**src/epsc_pkg.sv**
```systemverilog
package epsc_pkg;

  // pipeline depth, from the input register to the result register
  localparam int NSTAGE = 10;

  // stage indices shared by the datapath modules
  localparam int STG_DAY_SPLIT = 2;
  localparam int STG_DATE_IN   = 3;
  localparam int STG_LAST      = NSTAGE - 1;

  // seconds per day is 2^7 * 675, so the day split divides t >> 7 by 675
  localparam logic [22:0] DAY_RECIP    = 23'd6362914;  // floor(2^32 / 675)
  localparam logic [16:0] SECS_PER_DAY = 17'd86400;

  // time of day reciprocals, exact over the ranges they see
  localparam logic [15:0] HOUR_RECIP    = 16'd37283;   // ceil(2^27 / 3600)
  localparam logic [11:0] SECS_PER_HOUR = 12'd3600;
  localparam logic [12:0] MIN_RECIP     = 13'd4370;    // ceil(2^18 / 60)
  localparam logic [5:0]  SECS_PER_MIN  = 6'd60;

  // civil-from-days constants
  localparam logic [19:0] SHIFT_TO_MARCH = 20'd719468;
  localparam logic [19:0] ERA5_START     = 20'd730485; // 5 * 146097
  localparam logic [19:0] ERA4_START     = 20'd584388; // 4 * 146097
  localparam logic [17:0] DOE_CENTURY1   = 18'd36524;
  localparam logic [17:0] DOE_CENTURY2   = 18'd73048;
  localparam logic [17:0] DOE_CENTURY3   = 18'd109572;
  localparam logic [17:0] DOE_LAST       = 18'd146096;
  localparam logic [15:0] QUAD_RECIP     = 16'd45965;  // ceil(2^24 / 365)
  localparam logic [17:0] YEAR_RECIP     = 18'd183860; // ceil(2^26 / 365)
  localparam logic [8:0]  DAYS_PER_YEAR  = 9'd365;
  localparam logic [5:0]  CENT_RECIP     = 6'd41;      // ceil(2^12 / 100)
  localparam logic [12:0] MONTH_RECIP    = 13'd6854;   // ceil(2^20 / 153)
  localparam logic [11:0] ERA4_YEAR      = 12'd1600;
  localparam logic [11:0] ERA5_YEAR      = 12'd2000;

  typedef logic [15:0] days_t;
  typedef logic [16:0] sod_t;

  // per-stage load enables and valid bits
  typedef struct packed {
    logic [NSTAGE-1:0] en;
    logic [NSTAGE-1:0] vld;
  } pipe_ctl_t;

  // first day of each month in a march-based year, (153 * mp + 2) / 5
  function automatic logic [8:0] month_start(input logic [3:0] mp);
    logic [8:0] r;
    case (mp)
      4'd0:    r = 9'd0;
      4'd1:    r = 9'd31;
      4'd2:    r = 9'd61;
      4'd3:    r = 9'd92;
      4'd4:    r = 9'd122;
      4'd5:    r = 9'd153;
      4'd6:    r = 9'd184;
      4'd7:    r = 9'd214;
      4'd8:    r = 9'd245;
      4'd9:    r = 9'd275;
      4'd10:   r = 9'd306;
      4'd11:   r = 9'd337;
      default: r = 9'd0;
    endcase
    return r;
  endfunction

endpackage

```
**src/epsc_if.sv**
```systemverilog
interface epsc_in_if;
  logic        valid;
  logic        ready;
  logic [31:0] epoch_seconds;

  modport source (output valid, output epoch_seconds, input ready);
  modport sink   (input valid, input epoch_seconds, output ready);
endinterface

interface epsc_out_if;
  logic        valid;
  logic        ready;
  logic [11:0] year;
  logic [3:0]  month;
  logic [4:0]  day;
  logic [4:0]  hour;
  logic [5:0]  minute;
  logic [5:0]  second;

  modport source (output valid, output year, output month, output day,
                  output hour, output minute, output second, input ready);
  modport sink   (input valid, input year, input month, input day,
                  input hour, input minute, input second, output ready);
endinterface

```
**src/epsc_pipe_ctrl.sv**
```systemverilog
module epsc_pipe_ctrl (
  input  logic               clk,
  input  logic               rst,
  input  logic               in_valid,
  input  logic               out_ready,
  output logic               in_ready,
  output logic               out_valid,
  output epsc_pkg::pipe_ctl_t ctl
);
  import epsc_pkg::*;

  logic [NSTAGE-1:0] vld;
  logic [NSTAGE-1:0] en;

  // a stage loads when it is empty or its successor loads, so bubbles close up
  always_comb begin
    en[NSTAGE-1] = !vld[NSTAGE-1] || out_ready;
    for (int k = NSTAGE - 2; k >= 0; k--) begin
      en[k] = !vld[k] || en[k+1];
    end
  end

  // valid bits move with the data
  always_ff @(posedge clk) begin
    if (rst) begin
      vld <= '0;
    end else begin
      if (en[0]) begin
        vld[0] <= in_valid;
      end
      for (int k = 1; k < NSTAGE; k++) begin
        if (en[k]) begin
          vld[k] <= vld[k-1];
        end
      end
    end
  end

  assign in_ready  = en[0];
  assign out_valid = vld[NSTAGE-1];
  assign ctl.en    = en;
  assign ctl.vld   = vld;

  // accepted item lands in the first stage
  assert property (@(posedge clk) disable iff (rst)
    (in_valid && en[0]) |=> vld[0])
    else $error("accepted item missing from first stage");

  // a full pipeline stalled at the output takes no new item
  assert property (@(posedge clk) disable iff (rst)
    (&vld && !out_ready) |-> !in_ready)
    else $error("full pipeline accepted an item while stalled");

endmodule

```
**src/epsc_day_split.sv**
```systemverilog
module epsc_day_split (
  input  logic                clk,
  input  epsc_pkg::pipe_ctl_t ctl,
  input  logic [31:0]         epoch_seconds,
  output epsc_pkg::days_t     days,
  output epsc_pkg::sod_t      sod
);
  import epsc_pkg::*;

  logic [47:0] prod0;
  logic [31:0] t0;
  logic [15:0] q1;
  logic [17:0] rem1;
  logic [15:0] q_est;

  // stage 0: reciprocal product of t / 128 by 1 / 675
  always_ff @(posedge clk) begin
    if (ctl.en[0]) begin
      prod0 <= 48'(epoch_seconds[31:7]) * 48'(DAY_RECIP);
      t0    <= epoch_seconds;
    end
  end

  // stage 1: quotient estimate is exact or one short; form its remainder
  assign q_est = prod0[47:32];

  always_ff @(posedge clk) begin
    if (ctl.en[1]) begin
      q1   <= q_est;
      rem1 <= 18'(t0 - 32'(q_est) * 32'(SECS_PER_DAY));
    end
  end

  // stage 2: one correction step
  always_ff @(posedge clk) begin
    if (ctl.en[STG_DAY_SPLIT]) begin
      if (rem1 >= 18'(SECS_PER_DAY)) begin
        days <= q1 + 16'd1;
        sod  <= 17'(rem1 - 18'(SECS_PER_DAY));
      end else begin
        days <= q1;
        sod  <= rem1[16:0];
      end
    end
  end

endmodule

```
**src/epsc_time_of_day.sv**
```systemverilog
module epsc_time_of_day (
  input  logic                clk,
  input  logic                rst,
  input  epsc_pkg::pipe_ctl_t ctl,
  input  epsc_pkg::sod_t      sod,
  output logic [4:0]          hour,
  output logic [5:0]          minute,
  output logic [5:0]          second
);
  import epsc_pkg::*;

  localparam int FIRST = STG_DATE_IN;
  localparam int DLY   = STG_LAST - (FIRST + 3);

  logic [31:0] hprod;
  sod_t        sod3;
  logic [4:0]  h4;
  logic [11:0] rs4;
  logic [23:0] mprod;
  logic [4:0]  h5;
  logic [11:0] rs5;
  logic [5:0]  m_est;
  logic [4:0]  h_dly [DLY+1];
  logic [5:0]  m_dly [DLY+1];
  logic [5:0]  s_dly [DLY+1];

  // hour by reciprocal
  always_ff @(posedge clk) begin
    if (ctl.en[FIRST]) begin
      hprod <= 32'(sod) * 32'(HOUR_RECIP);
      sod3  <= sod;
    end
  end

  // seconds within the hour
  always_ff @(posedge clk) begin
    if (ctl.en[FIRST+1]) begin
      h4  <= hprod[31:27];
      rs4 <= 12'(sod3 - 17'(hprod[31:27]) * 17'(SECS_PER_HOUR));
    end
  end

  // minute by reciprocal
  always_ff @(posedge clk) begin
    if (ctl.en[FIRST+2]) begin
      mprod <= 24'(rs4) * 24'(MIN_RECIP);
      h5    <= h4;
      rs5   <= rs4;
    end
  end

  // minute and second, then delay to line up with the date
  assign m_est = mprod[23:18];

  always_ff @(posedge clk) begin
    if (ctl.en[FIRST+3]) begin
      h_dly[0] <= h5;
      m_dly[0] <= m_est;
      s_dly[0] <= 6'(rs5 - 12'(m_est) * 12'(SECS_PER_MIN));
    end
    for (int k = 1; k <= DLY; k++) begin
      if (ctl.en[FIRST+3+k]) begin
        h_dly[k] <= h_dly[k-1];
        m_dly[k] <= m_dly[k-1];
        s_dly[k] <= s_dly[k-1];
      end
    end
  end

  assign hour   = h_dly[DLY];
  assign minute = m_dly[DLY];
  assign second = s_dly[DLY];

  // the hour remainder stays inside one hour
  assert property (@(posedge clk) disable iff (rst)
    ctl.vld[FIRST+1] |-> (rs4 < SECS_PER_HOUR))
    else $error("seconds within hour out of range");

endmodule

```
**src/epsc_civil_date.sv**
```systemverilog
module epsc_civil_date (
  input  logic                clk,
  input  logic                rst,
  input  epsc_pkg::pipe_ctl_t ctl,
  input  epsc_pkg::days_t     days,
  output logic [11:0]         year,
  output logic [3:0]          month,
  output logic [4:0]          day
);
  import epsc_pkg::*;

  localparam int S = STG_DATE_IN;

  logic [19:0] z;
  logic        z_era5;
  logic [17:0] doe3;
  logic        era3;
  logic [31:0] p1460;
  logic [2:0]  corr4;
  logic [17:0] doe4;
  logic        era4;
  logic [17:0] a5;
  logic [17:0] doe5;
  logic        era5;
  logic [34:0] py6;
  logic [17:0] doe6;
  logic        era6;
  logic [8:0]  yoe_est;
  logic [17:0] yoe_days;
  logic [8:0]  yoe7;
  logic [8:0]  doy7;
  logic        era7;
  logic [23:0] pm8;
  logic [8:0]  yoe8;
  logic [8:0]  doy8;
  logic        era8;
  logic [3:0]  mp;
  logic [3:0]  m_calc;
  logic [2:0]  c_ge;

  // shift to a march-based day count and split off the era
  assign z      = 20'(days) + SHIFT_TO_MARCH;
  assign z_era5 = (z >= ERA5_START);

  always_ff @(posedge clk) begin
    if (ctl.en[S]) begin
      era3 <= z_era5;
      doe3 <= z_era5 ? 18'(z - ERA5_START) : 18'(z - ERA4_START);
    end
  end

  // leap corrections: four-year count by reciprocal, centuries by compare
  assign c_ge = 3'(doe3 >= DOE_CENTURY1) + 3'(doe3 >= DOE_CENTURY2)
              + 3'(doe3 >= DOE_CENTURY3) + 3'(doe3 >= DOE_LAST)
              - 3'(doe3 == DOE_LAST);

  always_ff @(posedge clk) begin
    if (ctl.en[S+1]) begin
      p1460 <= 32'(doe3[17:2]) * 32'(QUAD_RECIP);
      corr4 <= c_ge;
      doe4  <= doe3;
      era4  <= era3;
    end
  end

  // day count with leap days removed
  always_ff @(posedge clk) begin
    if (ctl.en[S+2]) begin
      a5   <= doe4 - 18'(p1460[31:24]) + 18'(corr4);
      doe5 <= doe4;
      era5 <= era4;
    end
  end

  // year of era by reciprocal
  always_ff @(posedge clk) begin
    if (ctl.en[S+3]) begin
      py6  <= 35'(a5) * 35'(YEAR_RECIP);
      doe6 <= doe5;
      era6 <= era5;
    end
  end

  // day of the march-based year
  assign yoe_est  = py6[34:26];
  assign yoe_days = 18'(yoe_est) * 18'(DAYS_PER_YEAR) + 18'(yoe_est[8:2])
                  - 18'(5'((14'(yoe_est) * 14'(CENT_RECIP)) >> 12));

  always_ff @(posedge clk) begin
    if (ctl.en[S+4]) begin
      yoe7 <= yoe_est;
      doy7 <= 9'(doe6 - yoe_days);
      era7 <= era6;
    end
  end

  // march-based month by reciprocal
  always_ff @(posedge clk) begin
    if (ctl.en[S+5]) begin
      pm8  <= (24'(doy7) * 24'd5 + 24'd2) * 24'(MONTH_RECIP);
      yoe8 <= yoe7;
      doy8 <= doy7;
      era8 <= era7;
    end
  end

  // calendar month, day and year
  assign mp     = pm8[23:20];
  assign m_calc = (mp < 4'd10) ? 4'(mp + 4'd3) : 4'(mp - 4'd9);

  always_ff @(posedge clk) begin
    if (ctl.en[S+6]) begin
      month <= m_calc;
      day   <= 5'(doy8 - month_start(mp) + 9'd1);
      year  <= 12'(yoe8) + (era8 ? ERA5_YEAR : ERA4_YEAR)
             + 12'(m_calc <= 4'd2);
    end
  end

  // day of era never passes the last day of the era
  assert property (@(posedge clk) disable iff (rst)
    ctl.vld[S] |-> (doe3 <= DOE_LAST))
    else $error("day of era out of range");

  // day of year fits a leap year
  assert property (@(posedge clk) disable iff (rst)
    ctl.vld[S+4] |-> (doy7 < 9'd366))
    else $error("day of year out of range");

endmodule

```
**src/epoch_seconds_to_calendar.sv**
```systemverilog
// Converts a 32-bit count of seconds since 1970-01-01 00:00:00 UTC into the
// UTC date and time of day (year, month, day, hour, minute, second). The
// block is a ten-stage pipeline; the result of an item is offered from the
// last stage, and while the output does not stall, one item can be taken
// in every clock cycle.
// Each stage holds one item and loads whenever its successor moves or it is
// empty, so a stall at the output holds every item in place and empty slots
// close up; epoch.ready is combinational from calendar.ready through that
// stage chain. Stages 0 to 2 split the count into whole days and seconds of
// the day; stages 3 to 9 form the time of day and the Gregorian date in
// parallel, dividing by constants through reciprocals, shifts or compares.
module epoch_seconds_to_calendar (
  input  logic              clk,
  input  logic              rst,
  epsc_in_if.sink           epoch,
  epsc_out_if.source        calendar
);
  import epsc_pkg::*;

  pipe_ctl_t ctl;
  days_t     days;
  sod_t      sod;

  // stage valid bits and load enables
  epsc_pipe_ctrl u_ctrl (
    .clk       (clk),
    .rst       (rst),
    .in_valid  (epoch.valid),
    .out_ready (calendar.ready),
    .in_ready  (epoch.ready),
    .out_valid (calendar.valid),
    .ctl       (ctl)
  );

  // whole days and seconds of the day
  epsc_day_split u_split (
    .clk           (clk),
    .ctl           (ctl),
    .epoch_seconds (epoch.epoch_seconds),
    .days          (days),
    .sod           (sod)
  );

  // hour, minute, second
  epsc_time_of_day u_tod (
    .clk    (clk),
    .rst    (rst),
    .ctl    (ctl),
    .sod    (sod),
    .hour   (calendar.hour),
    .minute (calendar.minute),
    .second (calendar.second)
  );

  // year, month, day
  epsc_civil_date u_date (
    .clk   (clk),
    .rst   (rst),
    .ctl   (ctl),
    .days  (days),
    .year  (calendar.year),
    .month (calendar.month),
    .day   (calendar.day)
  );

endmodule

```
**src/flat_wrapper.sv**
```systemverilog
// flat-port wrapper written by rule: the top's interface ports become plain ports
module epoch_seconds_to_calendar_flat import epsc_pkg::*;
  (clk, rst, epoch_valid, epoch_epoch_seconds, epoch_ready, calendar_valid, calendar_year, calendar_month, calendar_day, calendar_hour, calendar_minute, calendar_second, calendar_ready);
  epsc_in_if epoch_i ();
  epsc_out_if calendar_i ();
  input  logic clk;
  input  logic rst;
  input wire logic [$bits(epoch_i.valid)-1:0] epoch_valid;
  input wire logic [$bits(epoch_i.epoch_seconds)-1:0] epoch_epoch_seconds;
  output wire logic [$bits(epoch_i.ready)-1:0] epoch_ready;
  output wire logic [$bits(calendar_i.valid)-1:0] calendar_valid;
  output wire logic [$bits(calendar_i.year)-1:0] calendar_year;
  output wire logic [$bits(calendar_i.month)-1:0] calendar_month;
  output wire logic [$bits(calendar_i.day)-1:0] calendar_day;
  output wire logic [$bits(calendar_i.hour)-1:0] calendar_hour;
  output wire logic [$bits(calendar_i.minute)-1:0] calendar_minute;
  output wire logic [$bits(calendar_i.second)-1:0] calendar_second;
  input wire logic [$bits(calendar_i.ready)-1:0] calendar_ready;
  assign epoch_i.valid = epoch_valid;
  assign epoch_i.epoch_seconds = epoch_epoch_seconds;
  assign epoch_ready = epoch_i.ready;
  assign calendar_valid = calendar_i.valid;
  assign calendar_year = calendar_i.year;
  assign calendar_month = calendar_i.month;
  assign calendar_day = calendar_i.day;
  assign calendar_hour = calendar_i.hour;
  assign calendar_minute = calendar_i.minute;
  assign calendar_second = calendar_i.second;
  assign calendar_i.ready = calendar_ready;
  epoch_seconds_to_calendar u_core (.clk(clk), .rst(rst), .epoch(epoch_i), .calendar(calendar_i));
endmodule
```
**config.mk**
```make
export PLATFORM = sky130hd
export DESIGN_NAME = epoch_seconds_to_calendar_flat
export DESIGN_NICKNAME = d
export VERILOG_FILES = /design/src/epsc_pkg.sv /design/src/epsc_if.sv /design/src/epsc_pipe_ctrl.sv /design/src/epsc_day_split.sv /design/src/epsc_time_of_day.sv /design/src/epsc_civil_date.sv /design/src/epoch_seconds_to_calendar.sv /design/src/flat_wrapper.sv
export SDC_FILE = /design/constraint.sdc
export NUM_CORES = 2
export LEC_CHECK = 0
export BUFFER_PORTS_ARGS = -buffer_cell sky130_fd_sc_hd__buf_2
export CORE_MARGIN = 2
export CORE_UTILIZATION = 55
export DETAILED_ROUTE_END_ITERATION = 8
export GPL_ROUTABILITY_DRIVEN = 0
export HOLD_SLACK_MARGIN = 0.1
export PLACE_DENSITY_LB_ADDON = 0.3
export SKIP_LAST_GASP = 1
export SLEW_MARGIN = 20
export SYNTH_ARGS = -nofsm -noshare
export SYNTH_HDL_FRONTEND = slang
export SYNTH_SLANG_ARGS = --single-unit
export TNS_END_PERCENT = 1
```
**constraint.sdc**
```tcl
create_clock -name clk -period 8.1 [get_ports clk]
set_input_delay 1.62 -clock clk [delete_from_list [all_inputs] [get_ports clk]]
set_output_delay 1.62 -clock clk [all_outputs]
set_load 0.01 [all_outputs]
```
-- After elaboration in Yosys (flattened, before gate mapping)
Memories as Yosys holds them, arrays and structs flattened. A register that Yosys moved wholly into a read port is not among the register bits.
Index checks and enable logic that the tools add are counted.
Widths: inputs -> output; s select.
- add/subtract/negate cells: 24
- multiply operators: 12
- $lt $le $gt $ge: 8
- eq/ne operators: 1
- mux-type cells: 15
- reductions and logical operators: 20
- operators with widths (cell ; count):
    $ge 18x17->1 const B ; 3
    $mul 25x22->47 const B ; 1
    $mul 18x16->33 const B ; 1
    $mul 16x16->32 const B ; 1
    $mul 17x16->32 const B ; 1
    $mul 12x12->23 const B ; 1
    $mul 13x12->23 const B ; 1
    $add 16x20->20 const B ; 1
    $ge 20x20->1 const B ; 1
    $add 18x3->18 ; 1
    $eq 18x18->1 const B ; 1
    $ge 18x16->1 const B ; 1
    $ge 18x18->1 const B ; 1
    $mux 18 ; 1
    $sub 18x16->18 const B ; 1
    $sub 18x18->18 ; 1
    $sub 18x18->18 const B ; 1
    $sub 18x8->18 ; 1
    $mux 17 ; 1
    $sub 17x17->17 const B ; 1
    $add 16x1->16 const B ; 1
    $mul 16x10->11 const B ; 1
    $mux 16 ; 1
    $mul 9x6->14 const B ; 1
    28 further kinds ; 54
- register bits after elaboration: 459
- RAM bits: 68
- memory bits (read-only): 144
- bits of input ports: 36
- output and inout bits: 40
- word-level logic and storage cells: 129
- memories kept: 4
- memory list (memory ; depth ; bits a word ; rd ports ; clocked after Yosys merged registers in ; wr ports ; line ; source):
    (no name shown) ; 16 ; 9 ; 1 ; 1 ; 0 ; epsc_pkg.sv:49 ; case (mp)
    u_core.u_tod.m_dly ; 4 ; 6 ; 4 ; 0 ; 4 ; epsc_time_of_day.sv:24 ; logic [5:0] m_dly [DLY+1];
    u_core.u_tod.s_dly ; 4 ; 6 ; 4 ; 0 ; 4 ; epsc_time_of_day.sv:25 ; logic [5:0] s_dly [DLY+1];
    u_core.u_tod.h_dly ; 4 ; 5 ; 4 ; 0 ; 4 ; epsc_time_of_day.sv:23 ; logic [4:0] h_dly [DLY+1];

-- Depth between registers and ports, before layout
- depth in word-level cells: 11
- mapped depth: 34
- mapped depth without buffers: 34

-- Cells and area by module
Synthesis repeated with hierarchy kept, for this count alone.
- cell total of the unflattened synthesis: 3725
- area total of the unflattened synthesis: 43750.7 µm²
- modules (own cells, without submodules) (module ; times used ; cells an instance ; area an instance (µm²) ; sequential area each (µm²)):
    epsc_civil_date ; 1 ; 1976 ; 22062.4 ; 4754.6
    epsc_day_split ; 1 ; 1006 ; 12077.8 ; 3032.9
    epsc_time_of_day ; 1 ; 690 ; 9142.5 ; 3573.4
    epsc_pipe_ctrl ; 1 ; 53 ; 467.9 ; 200.2

-- Least setup slack after synthesis
Ideal clock, no wire load.
- path kind: input -> output
- start point: in calendar_ready
- end point: out epoch_ready
- arrival time: 6.094 ns
- data required time: 6.480 ns
- setup slack: 0.386 ns
- cell stages on the path: 8
- path buffers: 1
- cells stage by stage: nor2b_1 > and2_1 > clkbuf_1 > nand3_1 > nor2_1 > nand3_1 > nor2_1 > nand3_1
- RTL lines (what ; line ; source):
    from (decl) ; flat_wrapper.sv:18 ; input wire logic [$bits(calendar_i.ready)-1:0] calendar_ready;
    to (decl) ; flat_wrapper.sv:10 ; output wire logic [$bits(epoch_i.ready)-1:0] epoch_ready;

==> qor.log <==
qor: hold_path.hold_depth 0
qor: floorplanning.core.rowCount 103
qor: placed_design.hpwlAfterDp 65.44 mm
qor: drt.dr.pass1.iters 6
qor: timing.worst_slew_margin_rel 29.20%
qor: worst_setup_path.path_buf_inv 4
qor: synthesis.async_reset_ff_share 0%
qor: flow_run.cap_viol_max_count 0
qor: worst_setup_path.cp_slowest_cell sky130_fd_sc_hd__fa_1
qor: clocking.cts_resized 0
qor: status.status finished clean
qor: worst_setup_path.critical_path.startpoint_type register
qor: floorplanning.placeableCoreArea 78610 um2
qor: drt.detail_route.iter0.violations 1048
qor: drt.route.detailed.vias_per_inst 5.172
qor: clocking.clockRootBuffer sky130_fd_sc_hd__clkbuf_16
qor: clocking.maximum_clock_insertion_buffer_count 3
qor: worst_setup_path.timing.rr.start u_core.u_date.doy7[1]
qor: synthesis.syn-cell-area 43440 um2
qor: synthesis.yosysSeqAreaShare 26.62%
qor: timing.skew 0.04280 ns
qor: timing.setup_viol 0
qor: synthesis.synth_top_flop_cell sky130_fd_sc_hd__edfxtp_1
qor: worst_setup_path.crit_required 8.63 ns
qor: timing.min_period 7.580 ns
qor: timing.max_slew.worst_pin.slew 1.035 ns
qor: clocking.post-cts-setup-buffer-count 0
qor: clocking.clock_network_latency_to_the_later_pin_of_the_worst_skew_pair 0.60 ns
qor: drt.drt-wirelength-per-cell 15.85 um
qor: timing.maxSlewViolCount 0
qor: timing.post-route-period-util 93.58%
qor: drt.ant_nets 0
qor: worst_setup_path.timing.critical_path.fanout_max 6
qor: synthesis.yosysTopAreaCellShare 29.90%
qor: hold_path.min_from u_core.u_split.prod0[45]
qor: hold_path.hold_path_end u_core.u_split.q1[13]
qor: finish.antenna_cells_inserted 0
qor: synthesis.synth-edff-count 375
qor: grt.grt_overflow_total 0
qor: grt.number_of_global_route_vias_before_repair 26.67k
qor: grt.maximum_number_of_pins_on_one_net_before_global_route_repair 48
qor: grt.number_of_antenna_violations_at_the_first_check_in_global_routing 0
qor: finish.fillers 6354
qor: floorplanning.die_width 285.0 um
qor: worst_setup_path.cpMostUsedCell sky130_fd_sc_hd__ha_1
qor: synthesis.synth_cell_types 71
qor: worst_setup_path.r2r_depth 30
qor: worst_setup_path.critPathTopFamily adder cells
qor: grt.track_usage 20.21%
qor: hold_path.hp-class reg -> reg
qor: timing.final_critical_path_setup_slack 0.5196 ns
qor: floorplanning.die_h 285.0 um
qor: drt.vias 25.50k
qor: worst_setup_path.critical_path_arrival 8.11 ns
qor: placed_design.io_buffers 75
qor: finish.stdcell_area 46910 um2
qor: floorplanning.io_pins 76
qor: timing.hold_violations 0
qor: finish.final_net_count 5391
qor: synthesis.mappedNetlistNets 5265
qor: timing.achievable-frequency 0.1319 GHz
qor: synthesis.syn_avg_cell_area 11.68 um2
qor: worst_setup_path.r2r_setup_slack 0.52 ns
qor: synthesis.ffs_latches_synth 390
qor: drt.finalWirelength 78.15 mm
qor: synthesis.ys_warn_count 0
qor: clocking.cts_tree yes
qor: placed_design.pre_cts_slack 0.09533 ns
qor: floorplanning.initial_utilization 55.25%
qor: clocking.clock-sinks 390
qor: finish.area_growth_syn_to_layout 7.999%
qor: finish.layout-drive-gt1-share 5.179%
qor: drt.drt_drc_violations_left 0
qor: finish.multi_input_area 28640 um2
qor: clocking.tritoncts.num_buffers 45
qor: worst_setup_path.critical_path.max_stage_delay 0.51 ns
qor: timing.fin_setup_tns 0 ns
qor: grt.first_pass_grt_wire_length 132.9 mm
qor: worst_setup_path.cp-end-kind register
qor: clocking.clock_tree.htree_level_count 2
qor: clocking.clkTransAtPathRegs 0.06 ns
qor: placed_design.dpl_cell_area 45200 um2
qor: timing.rsz0062_at_grt false
qor: synthesis.synth_top_cells_by_area sky130_fd_sc_hd__ha_1, sky130_fd_sc_hd__edfxtp_1, sky130_fd_sc_hd__fa_1, sky130_fd_sc_hd__inv_1, sky130_fd_sc_hd__xnor2_1
qor: synthesis.synthesis.instances 3718
qor: floorplanning.dieArea 81240 um2
qor: finish.seqCellArea 11560 um2
qor: clocking.cts.hold.buffers_added 0
qor: synthesis.synthDominantAreaCellType sky130_fd_sc_hd__ha_1
qor: worst_setup_path.timing.setup.critical_path_class reg -> reg
area by class of cell:
type	instances	share of cell area [%]
Timing Repair Buffer	88	1.008
Clock buffer	48	2.446
Inverter	860	6.881
Multi-Input combinational cell	2459	61.05
Tap cell	1050	2.801
Clock inverter	36	1.166
Sequential cell	390	24.64
stage by stage:
stage	util [%]	hold slack, ns	std cells
6_report	59.67	0.3922	4931
5_1_grt	59.67	0.3903	4931
4_1_cts	59.65	0.3955	4931
3_5_place_dp	57.49	0.4045	4847
3_3_place_gp	57.49	0.4002	4847
2_1_floorplan	-	0.4003	3718
placed cells by master (no fill, tap or decap), drive strengths merged, types with 12 or more instances in the layout:
master  count
nor2       92
nand3      39
nand4      19
o211ai     12
inv       865
xor2       56
clkbuf     48
edfxtp    375
buf        88
o21bai     13
fa        473
and2       14
nand2b     17
nor3       32
clkinv     15
o21ai      74
ha       1038
a21o       57
xnor2     157
nor2b      14
nand2      81
mux2i      13
and3       12
a21oi     113
dfxtp      15
o21a       20
cells in the mapped netlist (all sizes together) (4+ instances only):
library cell,number
nor3,32
a211oi,10
o21bai,13
nor4,8
nor2b,14
nand2b,17
a21oi,113
o211ai,12
nand2,81
inv,860
a41oi,4
clkbuf,7
a211o,6
nor2,92
or4,5
fa,473
a2111oi,4
o21a,20
mux2i,13
a31o,7
xnor2,157
a21o,57
a21boi,6
and2,14
and3,12
ha,1038
or3,7
or2,4
o21ai,74
edfxtp,375
o31ai,7
dfxtp,15
xor2,56
nand4,19
nand3,39
a31oi,9
per-layer routing:
layer / vias to the layer above / wire (um) / share of wire, % / global-route usage, %
li1: 12640 / - / - / -
met1: 12450 / 35830 / 46 / 27.38
met2: 330 / 38450 / 49 / 35.12
met3: 86 / 2282 / 2.9 / 2.208
met4: 0 / 1587 / 2.0 / 4.516
met5: - / 0 / 0 / 0
kinds of logic after synthesis:
group / after synthesis / synth area share (%)
adders and majority gates: 1511 / 51.70
buffers and inverters: 869 / 7.530
DFF: 390 / 26.62
AOI/OAI and AO/OA: 368 / 5.516
and+or+nand+nor: 351 / 3.923
xor gates and xnor gates: 214 / 4.364
muxes: 15 / 0.3514
registers in the layout (all words and copies together) (netlist names), 10 cells and up, named ones only:
register,flops
u_core.u_date.a5,18
u_core.u_split.rem1,18
u_core.u_tod.sod3,11
u_core.u_tod.s_dly,24
u_core.u_date.doe4,16
u_core.u_split.q1,16
u_core.u_date.year,12
u_core.u_tod.rs4,12
u_core.u_date.doe3,18
u_core.u_split.prod0,16
u_core.u_split.t0,18
u_core.u_date.p1460,10
u_core.u_split.sod,17
u_core.u_tod.m_dly,24
u_core.u_tod.h_dly,20
u_core.u_ctrl.vld,10
u_core.u_split.days,16
how the worst max path moves through the flow:
stage	start	to	slack [ns]	depth (start not counted)
4_1_cts	u_core.u_date.doy7[1]	register	0.12	30
5_1_grt	u_core.u_date.doy7[1]	register	0.01	30
6_report	u_core.u_date.doy7[1]	register	0.52	30
3_3_place_gp	epoch_epoch_seconds[17]	u_core.u_split.prod0[47]	0.26	20
2_1_floorplan	calendar_ready	epoch_ready	0.39	8
3_5_place_dp	epoch_epoch_seconds[17]	u_core.u_split.prod0[47]	0.1	20
worst reg2reg max path: cells and delay by family (launching register included):
kind                       cells  cell delay [ns]
and+or+nand+nor                1             0.12
buffers and inverters          4             0.22
adders and majority gates      9             3.37
xor gates and xnor gates       2             0.32
muxes                          2             0.43
DFF                            1             0.48
AOI/OAI and AO/OA             12             2.58
Power is not shown: default switching activity piles up to over one toggle a cycle in this logic, so the estimate is an artifact.
